--- src/wsm_pkg.sv ---
package wsm_pkg;
    localparam int MaxWindows = 16;
    localparam int SlotW = $clog2(MaxWindows);
    localparam int CntW = $clog2(MaxWindows + 1);

    typedef enum logic [2:0] {
        OP_CREATE  = 3'd0,
        OP_RAISE   = 3'd1,
        OP_FOCUS   = 3'd2,
        OP_UNFOCUS = 3'd3,
        OP_DESTROY = 3'd4,
        OP_HIT     = 3'd5
    } op_t;

    localparam logic [1:0] ST_OK = 2'd0;
    localparam logic [1:0] ST_FULL = 2'd1;
    localparam logic [1:0] ST_MISS = 2'd2;

    typedef struct packed {
        logic [2:0]         operation;
        logic signed [12:0] pos_x;
        logic signed [12:0] pos_y;
        logic [11:0]        width;
        logic [11:0]        height;
        logic [15:0]        window_id;
    } cmd_t;

    typedef struct packed {
        logic [1:0]  status;
        logic [15:0] result_id;
        logic [3:0]  stack_index;
        logic [23:0] pixel_offset;
        logic [4:0]  window_count;
        logic [15:0] focused_id;
    } res_t;
endpackage

--- src/window_stack_manager_core.sv ---
// window_stack_manager_core
// Input channel s_axis_*: one command item per handshake; tdata packs
// operation, pos_x, pos_y, width, height, window_id. Output channel
// m_axis_*: one result item per command.
// Commands pass a two-entry queue to a sequencing engine. Create and
// unfocus go straight to the output step; raise/focus/destroy search for
// the id, then shift one slot per cycle; a hit test checks one slot per
// cycle from the top, then takes a multiply step on a hit. The stack
// holds up to 16 windows. The engine takes one command at a time and the
// next only after the previous result has left.
// Reset clears the window count and sets the id counter to one.
// A stalled receiver holds the result register; the queue keeps taking
// up to two commands meanwhile.
module window_stack_manager_core
    import wsm_pkg::*;
(
    input  logic        aclk,
    input  logic        aresetn,
    input  logic        s_axis_tvalid,
    output logic        s_axis_tready,
    // operation[2:0] pos_x[15:3] pos_y[28:16] width[40:29] height[52:41] window_id[68:53]
    input  logic [71:0] s_axis_tdata,
    output logic        m_axis_tvalid,
    input  logic        m_axis_tready,
    // status[1:0] result_id[17:2] stack_index[21:18] pixel_offset[45:22]
    // window_count[50:46] focused_id[66:51]
    output logic [71:0] m_axis_tdata
);
    cmd_t in_cmd, q_cmd;
    logic q_valid, q_ready;
    res_t r;

    assign in_cmd.operation = s_axis_tdata[2:0];
    assign in_cmd.pos_x     = s_axis_tdata[15:3];
    assign in_cmd.pos_y     = s_axis_tdata[28:16];
    assign in_cmd.width     = s_axis_tdata[40:29];
    assign in_cmd.height    = s_axis_tdata[52:41];
    assign in_cmd.window_id = s_axis_tdata[68:53];

    wsm_cmd_fifo u_fifo (
        .aclk(aclk), .aresetn(aresetn),
        .in_valid(s_axis_tvalid), .in_ready(s_axis_tready), .in_cmd(in_cmd),
        .out_valid(q_valid), .out_ready(q_ready), .out_cmd(q_cmd)
    );

    wsm_engine u_eng (
        .aclk(aclk), .aresetn(aresetn),
        .cmd_valid(q_valid), .cmd_ready(q_ready), .cmd(q_cmd),
        .res_valid(m_axis_tvalid), .res_ready(m_axis_tready), .res(r)
    );

    assign m_axis_tdata = {5'd0, r.focused_id, r.window_count, r.pixel_offset,
                           r.stack_index, r.result_id, r.status};
endmodule

--- src/wsm_cmd_fifo.sv ---
module wsm_cmd_fifo
    import wsm_pkg::*;
(
    input  logic aclk,
    input  logic aresetn,
    input  logic in_valid,
    output logic in_ready,
    input  cmd_t in_cmd,
    output logic out_valid,
    input  logic out_ready,
    output cmd_t out_cmd
);
    cmd_t       mem_reg [2];
    logic       wp_reg, rp_reg;
    logic [1:0] cnt_reg;

    assign in_ready  = (cnt_reg != 2'd2);
    assign out_valid = (cnt_reg != 2'd0);
    assign out_cmd   = mem_reg[rp_reg];

    always_ff @(posedge aclk) begin
        if (in_valid && in_ready) begin
            mem_reg[wp_reg] <= in_cmd;
        end
        if (!aresetn) begin
            wp_reg  <= 1'b0;
            rp_reg  <= 1'b0;
            cnt_reg <= 2'd0;
        end else begin
            if (in_valid && in_ready) wp_reg <= ~wp_reg;
            if (out_valid && out_ready) rp_reg <= ~rp_reg;
            cnt_reg <= cnt_reg + 2'(in_valid && in_ready) - 2'(out_valid && out_ready);
        end
    end
endmodule

--- src/wsm_engine.sv ---
module wsm_engine
    import wsm_pkg::*;
(
    input  logic aclk,
    input  logic aresetn,
    input  logic cmd_valid,
    output logic cmd_ready,
    input  cmd_t cmd,
    output logic res_valid,
    input  logic res_ready,
    output res_t res
);
    typedef enum logic [5:0] {
        S_IDLE  = 6'b000001,
        S_FIND  = 6'b000010,
        S_SHIFT = 6'b000100,
        S_HIT   = 6'b001000,
        S_MUL   = 6'b010000,
        S_OUT   = 6'b100000
    } state_t;

    logic [15:0]        sid_reg [MaxWindows];
    logic signed [12:0] sx_reg  [MaxWindows];
    logic signed [12:0] sy_reg  [MaxWindows];
    logic [11:0]        sw_reg  [MaxWindows];
    logic [11:0]        sh_reg  [MaxWindows];
    logic [1:0]         sf_reg  [MaxWindows];

    state_t      state_reg;
    cmd_t        c_reg;
    logic [CntW-1:0] live_reg;
    logic [15:0] idc_reg;
    logic [CntW-1:0] i_reg;
    logic [SlotW-1:0] tgt_reg;
    logic [1:0]  st_reg;
    logic [15:0] rid_reg;
    logic [SlotW-1:0] hidx_reg;
    logic [11:0] dx_reg, dy_reg;
    logic [11:0] hw_reg;
    logic [23:0] offs_reg;
    logic        res_v_reg;
    res_t        res_reg;

    logic [15:0] foc_id;
    logic [SlotW-1:0] ix;
    logic signed [13:0] ex, ey;
    logic        hit;
    logic [15:0] sv_id_reg;
    logic signed [12:0] sv_x_reg, sv_y_reg;
    logic [11:0] sv_w_reg, sv_h_reg;
    logic [1:0]  sv_f_reg;

    assign ix = i_reg[SlotW-1:0];
    assign cmd_ready = (state_reg == S_IDLE) && !res_v_reg;
    assign res_valid = res_v_reg;
    assign res = res_reg;

    // focused id: first live slot with focus mark
    always_comb begin
        foc_id = 16'd0;
        for (int k = MaxWindows - 1; k >= 0; k--) begin
            if (CntW'(k) < live_reg && sf_reg[k][1]) foc_id = sid_reg[k];
        end
    end

    assign ex = 14'(sx_reg[ix]) + $signed({2'b00, sw_reg[ix]});
    assign ey = 14'(sy_reg[ix]) + $signed({2'b00, sh_reg[ix]});
    assign hit = sf_reg[ix][0] && (c_reg.pos_x >= sx_reg[ix]) && (14'(c_reg.pos_x) < ex)
              && (c_reg.pos_y >= sy_reg[ix]) && (14'(c_reg.pos_y) < ey);

    always_ff @(posedge aclk) begin
        if (!aresetn) begin
            state_reg <= S_IDLE;
            live_reg  <= '0;
            idc_reg   <= 16'd1;
            res_v_reg <= 1'b0;
        end else begin
            if (res_v_reg && res_ready) res_v_reg <= 1'b0;
            case (state_reg)
                S_IDLE: begin
                    if (cmd_valid && cmd_ready) begin
                        c_reg    <= cmd;
                        hidx_reg <= '0;
                        offs_reg <= 24'd0;
                        case (cmd.operation)
                            OP_CREATE: begin
                                i_reg <= '0;
                                if (live_reg >= CntW'(MaxWindows)) begin
                                    st_reg  <= ST_FULL;
                                    rid_reg <= 16'd0;
                                end else begin
                                    st_reg <= ST_OK;
                                    sid_reg[live_reg[SlotW-1:0]] <= idc_reg;
                                    sx_reg[live_reg[SlotW-1:0]]  <= cmd.pos_x;
                                    sy_reg[live_reg[SlotW-1:0]]  <= cmd.pos_y;
                                    sw_reg[live_reg[SlotW-1:0]]  <= cmd.width;
                                    sh_reg[live_reg[SlotW-1:0]]  <= cmd.height;
                                    sf_reg[live_reg[SlotW-1:0]]  <= 2'b01;
                                    live_reg <= live_reg + 1'b1;
                                    rid_reg  <= idc_reg;
                                    idc_reg  <= (idc_reg == 16'hFFFF) ? 16'd1
                                                                      : idc_reg + 16'd1;
                                end
                                state_reg <= S_OUT;
                            end
                            OP_RAISE, OP_FOCUS, OP_DESTROY: begin
                                st_reg    <= ST_OK;
                                rid_reg   <= 16'd0;
                                i_reg     <= '0;
                                state_reg <= S_FIND;
                            end
                            OP_UNFOCUS: begin
                                st_reg  <= ST_OK;
                                rid_reg <= 16'd0;
                                i_reg   <= '0;
                                for (int k = 0; k < MaxWindows; k++) sf_reg[k][1] <= 1'b0;
                                state_reg <= S_OUT;
                            end
                            OP_HIT: begin
                                // scan from the top slot down
                                st_reg    <= ST_MISS;
                                rid_reg   <= 16'd0;
                                i_reg     <= live_reg - 1'b1;
                                state_reg <= (live_reg == '0) ? S_OUT : S_HIT;
                            end
                            default: begin
                                st_reg    <= ST_OK;
                                rid_reg   <= 16'd0;
                                i_reg     <= '0;
                                state_reg <= S_OUT;
                            end
                        endcase
                    end
                end
                S_FIND: begin
                    if (i_reg >= live_reg) begin
                        st_reg <= ST_MISS;
                        state_reg <= S_OUT;
                    end else if (sid_reg[ix] == c_reg.window_id) begin
                        tgt_reg <= ix;
                        if (c_reg.operation == OP_FOCUS) begin
                            for (int k = 0; k < MaxWindows; k++)
                                sf_reg[k][1] <= (SlotW'(k) == ix);
                        end
                        state_reg <= S_SHIFT;
                    end else begin
                        i_reg <= i_reg + 1'b1;
                    end
                end
                S_SHIFT: begin
                    // one slot moves down each cycle; held copy goes on top, or is dropped on destroy
                    if (ix == tgt_reg) begin
                        sv_id_reg <= sid_reg[ix];
                        sv_x_reg <= sx_reg[ix]; sv_y_reg <= sy_reg[ix];
                        sv_w_reg <= sw_reg[ix]; sv_h_reg <= sh_reg[ix];
                        sv_f_reg <= sf_reg[ix];
                    end
                    if (i_reg + 1'b1 < live_reg) begin
                        sid_reg[ix] <= sid_reg[ix+1'b1];
                        sx_reg[ix]  <= sx_reg[ix+1'b1];
                        sy_reg[ix]  <= sy_reg[ix+1'b1];
                        sw_reg[ix]  <= sw_reg[ix+1'b1];
                        sh_reg[ix]  <= sh_reg[ix+1'b1];
                        sf_reg[ix]  <= sf_reg[ix+1'b1];
                        i_reg <= i_reg + 1'b1;
                    end else begin
                        if (c_reg.operation == OP_DESTROY) begin
                            live_reg <= live_reg - 1'b1;
                        end else if (ix != tgt_reg) begin
                            sid_reg[ix] <= sv_id_reg;
                            sx_reg[ix] <= sv_x_reg; sy_reg[ix] <= sv_y_reg;
                            sw_reg[ix] <= sv_w_reg; sh_reg[ix] <= sv_h_reg;
                            sf_reg[ix] <= sv_f_reg;
                        end
                        state_reg <= S_OUT;
                    end
                end
                S_HIT: begin
                    if (hit) begin
                        st_reg    <= ST_OK;
                        rid_reg   <= sid_reg[ix];
                        hidx_reg  <= ix;
                        dx_reg    <= 12'(c_reg.pos_x - sx_reg[ix]);
                        dy_reg    <= 12'(c_reg.pos_y - sy_reg[ix]);
                        hw_reg    <= sw_reg[ix];
                        state_reg <= S_MUL;
                    end else if (i_reg == '0) begin
                        state_reg <= S_OUT;
                    end else begin
                        i_reg <= i_reg - 1'b1;
                    end
                end
                S_MUL: begin
                    offs_reg <= 24'(dy_reg) * 24'(hw_reg) + 24'(dx_reg);
                    state_reg <= S_OUT;
                end
                S_OUT: begin
                    if (!res_v_reg) begin
                        res_reg.status       <= st_reg;
                        res_reg.result_id    <= rid_reg;
                        res_reg.stack_index  <= 4'(hidx_reg);
                        res_reg.pixel_offset <= offs_reg;
                        res_reg.window_count <= 5'(live_reg);
                        res_reg.focused_id   <= foc_id;
                        res_v_reg <= 1'b1;
                        state_reg <= S_IDLE;
                    end
                end
                default: state_reg <= S_IDLE;
            endcase
        end
    end
endmodule

--- config.mk ---
export PLATFORM = sky130hd
export DESIGN_NAME = window_stack_manager_core
export DESIGN_NICKNAME = d
export VERILOG_FILES = /design/src/wsm_pkg.sv /design/src/window_stack_manager_core.sv /design/src/wsm_cmd_fifo.sv /design/src/wsm_engine.sv
export SDC_FILE = /design/constraint.sdc
export NUM_CORES = 2
export LEC_CHECK = 0
export BUFFER_PORTS_ARGS = -buffer_cell sky130_fd_sc_hd__buf_2
export CAP_MARGIN = 15
export CORE_ASPECT_RATIO = 1.25
export CORE_MARGIN = 3
export CORE_UTILIZATION = 55
export CTS_CLUSTER_SIZE = 28
export DETAILED_ROUTE_END_ITERATION = 6
export GPL_TIMING_DRIVEN = 0
export HOLD_SLACK_MARGIN = 0.05
export PLACE_DENSITY = 0.69
export SYNTH_ARGS = -nofsm -noshare
export SYNTH_HDL_FRONTEND = slang
export SYNTH_SLANG_ARGS = --single-unit
export TNS_END_PERCENT = 100
--- constraint.sdc ---
create_clock -name aclk -period 14.48 [get_ports aclk]
set_clock_uncertainty 0.05 [all_clocks]
set_input_delay 1.448 -clock aclk [delete_from_list [all_inputs] [get_ports aclk]]
set_output_delay 1.448 -clock aclk [all_outputs]
set_load 0.005 [all_outputs]
==> flow_summary_export.csv <==
group,metric,value,unit
status,status,"finished with violations",
status,violations,"DRC",
logic_synthesis,yosys.area.top_type,"edfxtp_1",
clock_tree,htree_levels,4,
setup_path,cp-endpoint,"u_eng.hw_reg[7]",
timing,fmax,96.8,MHz
global_routing,globalRoute.busiestLayer,"met2",
setup_path,cp-end-kind,"register",
route,firstDrtPassIters,7,
layout,final_cell_mix,"1497 x edfxtp_1, 588 x mux4_2, 535 x nand2_1",
clock_tree,post_cts_buffers,0,
route,ant_nets,0,
global_routing,gr-usage-met1,45.7,%
power_and_ir_drop,finalPower,18.2,mW
power_and_ir_drop,power.density,207,mW/mm2
logic_synthesis,netlist_area,0.0776,mm2
clock_tree,cts_resized,0,
clock_tree,cts_tree,"built",
floorplan,pin_count,150,
route,vias_per_cell,7.09,
logic_synthesis,synth.top_cell.area_share,57.9,%
global_routing,grt_usage,37.1,%
timing,setup_ws,4.14,ns
layout,drive_above_1_share,22.8,%
layout,largest_register_ffs,256,
setup_path,cp_max_fo,36,
floorplan,rows,153,
placed_design,dp_slack,4.53,ns
floorplan,die_w,342,um
global_routing,grt_max_degree,56,
timing,finalSetupTns,0,ns
placed_design,gp_congestion,0.996,
timing,tightest_slew,1.42,ns
logic_synthesis,synthArstFlopShare,0,%
setup_path,r2r_end,"u_eng.hw_reg[7]",
global_routing,overflow,0,
global_routing,grt_use_met2,56.0,%
layout,final_util,62.8,%
global_routing,grt_pass1_vias,51700,
layout,layout_commonest_cell,"edfxtp_1",
layout,instances_no_fill,7385,
placed_design,dpl.cell_count,7083,
logic_synthesis,ys_seq_elements,1534,
clock_tree,cts_sinks,1534,
floorplan,start_util,55.6,%
clock_tree,cts.path.max_buffers,3,
logic_synthesis,synth.area.top_cells,"edfxtp_1 58%, mux4_2 17%, fa_1 3.0%",
flow_run,maxCapViolCount,0,
setup_path,path_class,"register to register",
layout,finalInstanceArea,0.0876,mm2
min_path,min_path_type,"register to register",
global_routing,grt_pass1_wl,376000,um
route,finalWirelength,269000,um
placed_design,hpwl,183000,um
timing,finalCritPeriodShare,71.4,%
global_routing,met3_usage,12.5,%
clock_tree,cts_inserted_buffers,153,
floorplan,core,0.140,mm2
global_routing,antenna_found_initial,9,
setup_path,crit_required,14.85,ns
logic_synthesis,yosysSeqAreaShare,58.9,%
clock_tree,clock_latency,0.82,ns
route,vias,52400,
timing,rsz0062_at_grt,"no",
timing,hold_slack,0.366,ns
power_and_ir_drop,p_leak,29.9,nW
clock_tree,hold_buffers,0,
clock_tree,clk_pin_slew,0.06,ns
setup_path,reg2reg_depth,27,
power_and_ir_drop,peakVddDrop,0.000157,V
layout,layout.nets,5748,
setup_path,cp.arrival,10.71,ns
layout,area_growth,12.8,%
timing,slew_headroom,4.66,%
logic_synthesis,ys_types,90,
placed_design,port_buffers,141,
clock_tree,root_buffer,"clkbuf_16",
min_path,hold_depth,0,
timing,setup_viol,0,
logic_synthesis,synth_ff_type,"edfxtp_1",
setup_path,start_kind,"register",
logic_synthesis,synth-edff-count,1497,
logic_synthesis,synth_area_per_cell,15.6,um2
setup_path,worst-r2r-setup-slack,4.14,ns
floorplan,die_area,0.146,mm2
route,drc,2,
route,post_drt_wl_per_cell,36.4,um
logic_synthesis,yosys_warnings,0,
timing,drv_slew,0,
placed_design,placed_cell_area,0.0823,mm2
route,drt_iter0_drc,8360,
timing,hold_viol_final,0,
logic_synthesis,syn_inst,4971,
timing,min_period,10.34,ns
floorplan,die_height,426,um
## area by class of cell
type / count / area [um2]
plain buffers: 320 / 1370
repair buffers: 261 / 2410
clock buffers: 181 / 4080
diodes: 8 / 20.0
fillers: 10100 / 52000
well taps: 1860 / 2330
clock inverters: 100 / 972
multi-input cells: 2884 / 29800
inverters: 237 / 947
flip-flops and latches: 1534 / 45700
## Yosys cell counts (21+ instances only)
master,instances
a211oi_1,52
a21o_1,21
nor3_1,32
and3_1,88
nand2_1,535
o21ai_0,132
mux2_2,49
buf_1,43
nor2b_1,26
fa_1,115
a31oi_1,27
o211ai_1,32
nor2_1,138
edfxtp_1,1497
inv_1,234
mux2i_1,71
a311oi_1,71
buf_2,47
clkbuf_1,212
a21oi_1,143
xnor2_1,62
o221ai_1,22
and2_1,101
xor2_1,55
ha_1,166
dfxtp_1,37
nand2b_1,22
nand3_1,73
mux4_2,588
## logic make-up after synthesis
| kind of cell | after synthesis | share of synthesized area (%) |
|---|---|---|
| buf+inv | 557 | 2.90 |
| compound gates | 657 | 5.72 |
| other cells | 1 | 0.00483 |
| simple gates | 1110 | 6.71 |
| mux | 714 | 18.8 |
| fa+ha+maj | 281 | 5.64 |
| xor+xnor | 117 | 1.32 |
| flops | 1534 | 58.9 |
## critical path, cell delays in order, from the launching register on
cell	delay [ns]
dfxtp_1	0.33
buf_6	0.17
buf_4	0.32
buf_2	0.45
buf_2	0.45
clkbuf_1	0.62
buf_1	0.89
clkbuf_1	0.94
mux4_2	0.45
mux4_2	0.63
ha_1	0.37
a21oi_1	0.25
o21ai_0	0.12
a21oi_1	0.20
nand2b_1	0.14
a21oi_1	0.09
o31a_1	0.26
o41a_1	0.36
a211o_1	0.32
ha_1	0.33
nand4_1	0.12
a21oi_1	0.13
inv_1	0.07
nand2_1	0.07
nand4b_1	0.10
a22oi_1	0.58
and2_1	0.32
and3_2	0.74
## power by group
part	leakage, nW	switching [mW]	internal (mW)	total (mW)
sequential	13.7	0.0965	5.35	5.45
combinational	13.7	5.40	3.23	8.62
clock	2.48	1.77	2.32	4.09
total	29.9	7.27	10.9	18.2
## how the worst min path moves through the flow
stage                             from             to  slack, ns
global placement      u_eng.rid_reg[6]  u_eng.res[55]       0.35
detailed placement  u_eng.offs_reg[13]  u_eng.res[34]       0.35
floorplan            u_eng.offs_reg[0]  u_eng.res[21]       0.35
CTS                   u_eng.rid_reg[7]  u_eng.res[56]       0.37
finish              u_eng.offs_reg[13]  u_eng.res[34]       0.37
global route        u_eng.offs_reg[13]  u_eng.res[34]       0.37
## routing by layer
layer  share of wire, %  vias to the layer above
met3                 14                     1194
met1                 33                    26200
li1                   -                    20500
met2                 45                     4436
met4                8.4                       10
met5              0.035                        -
Power figures use the tool's default switching activity.
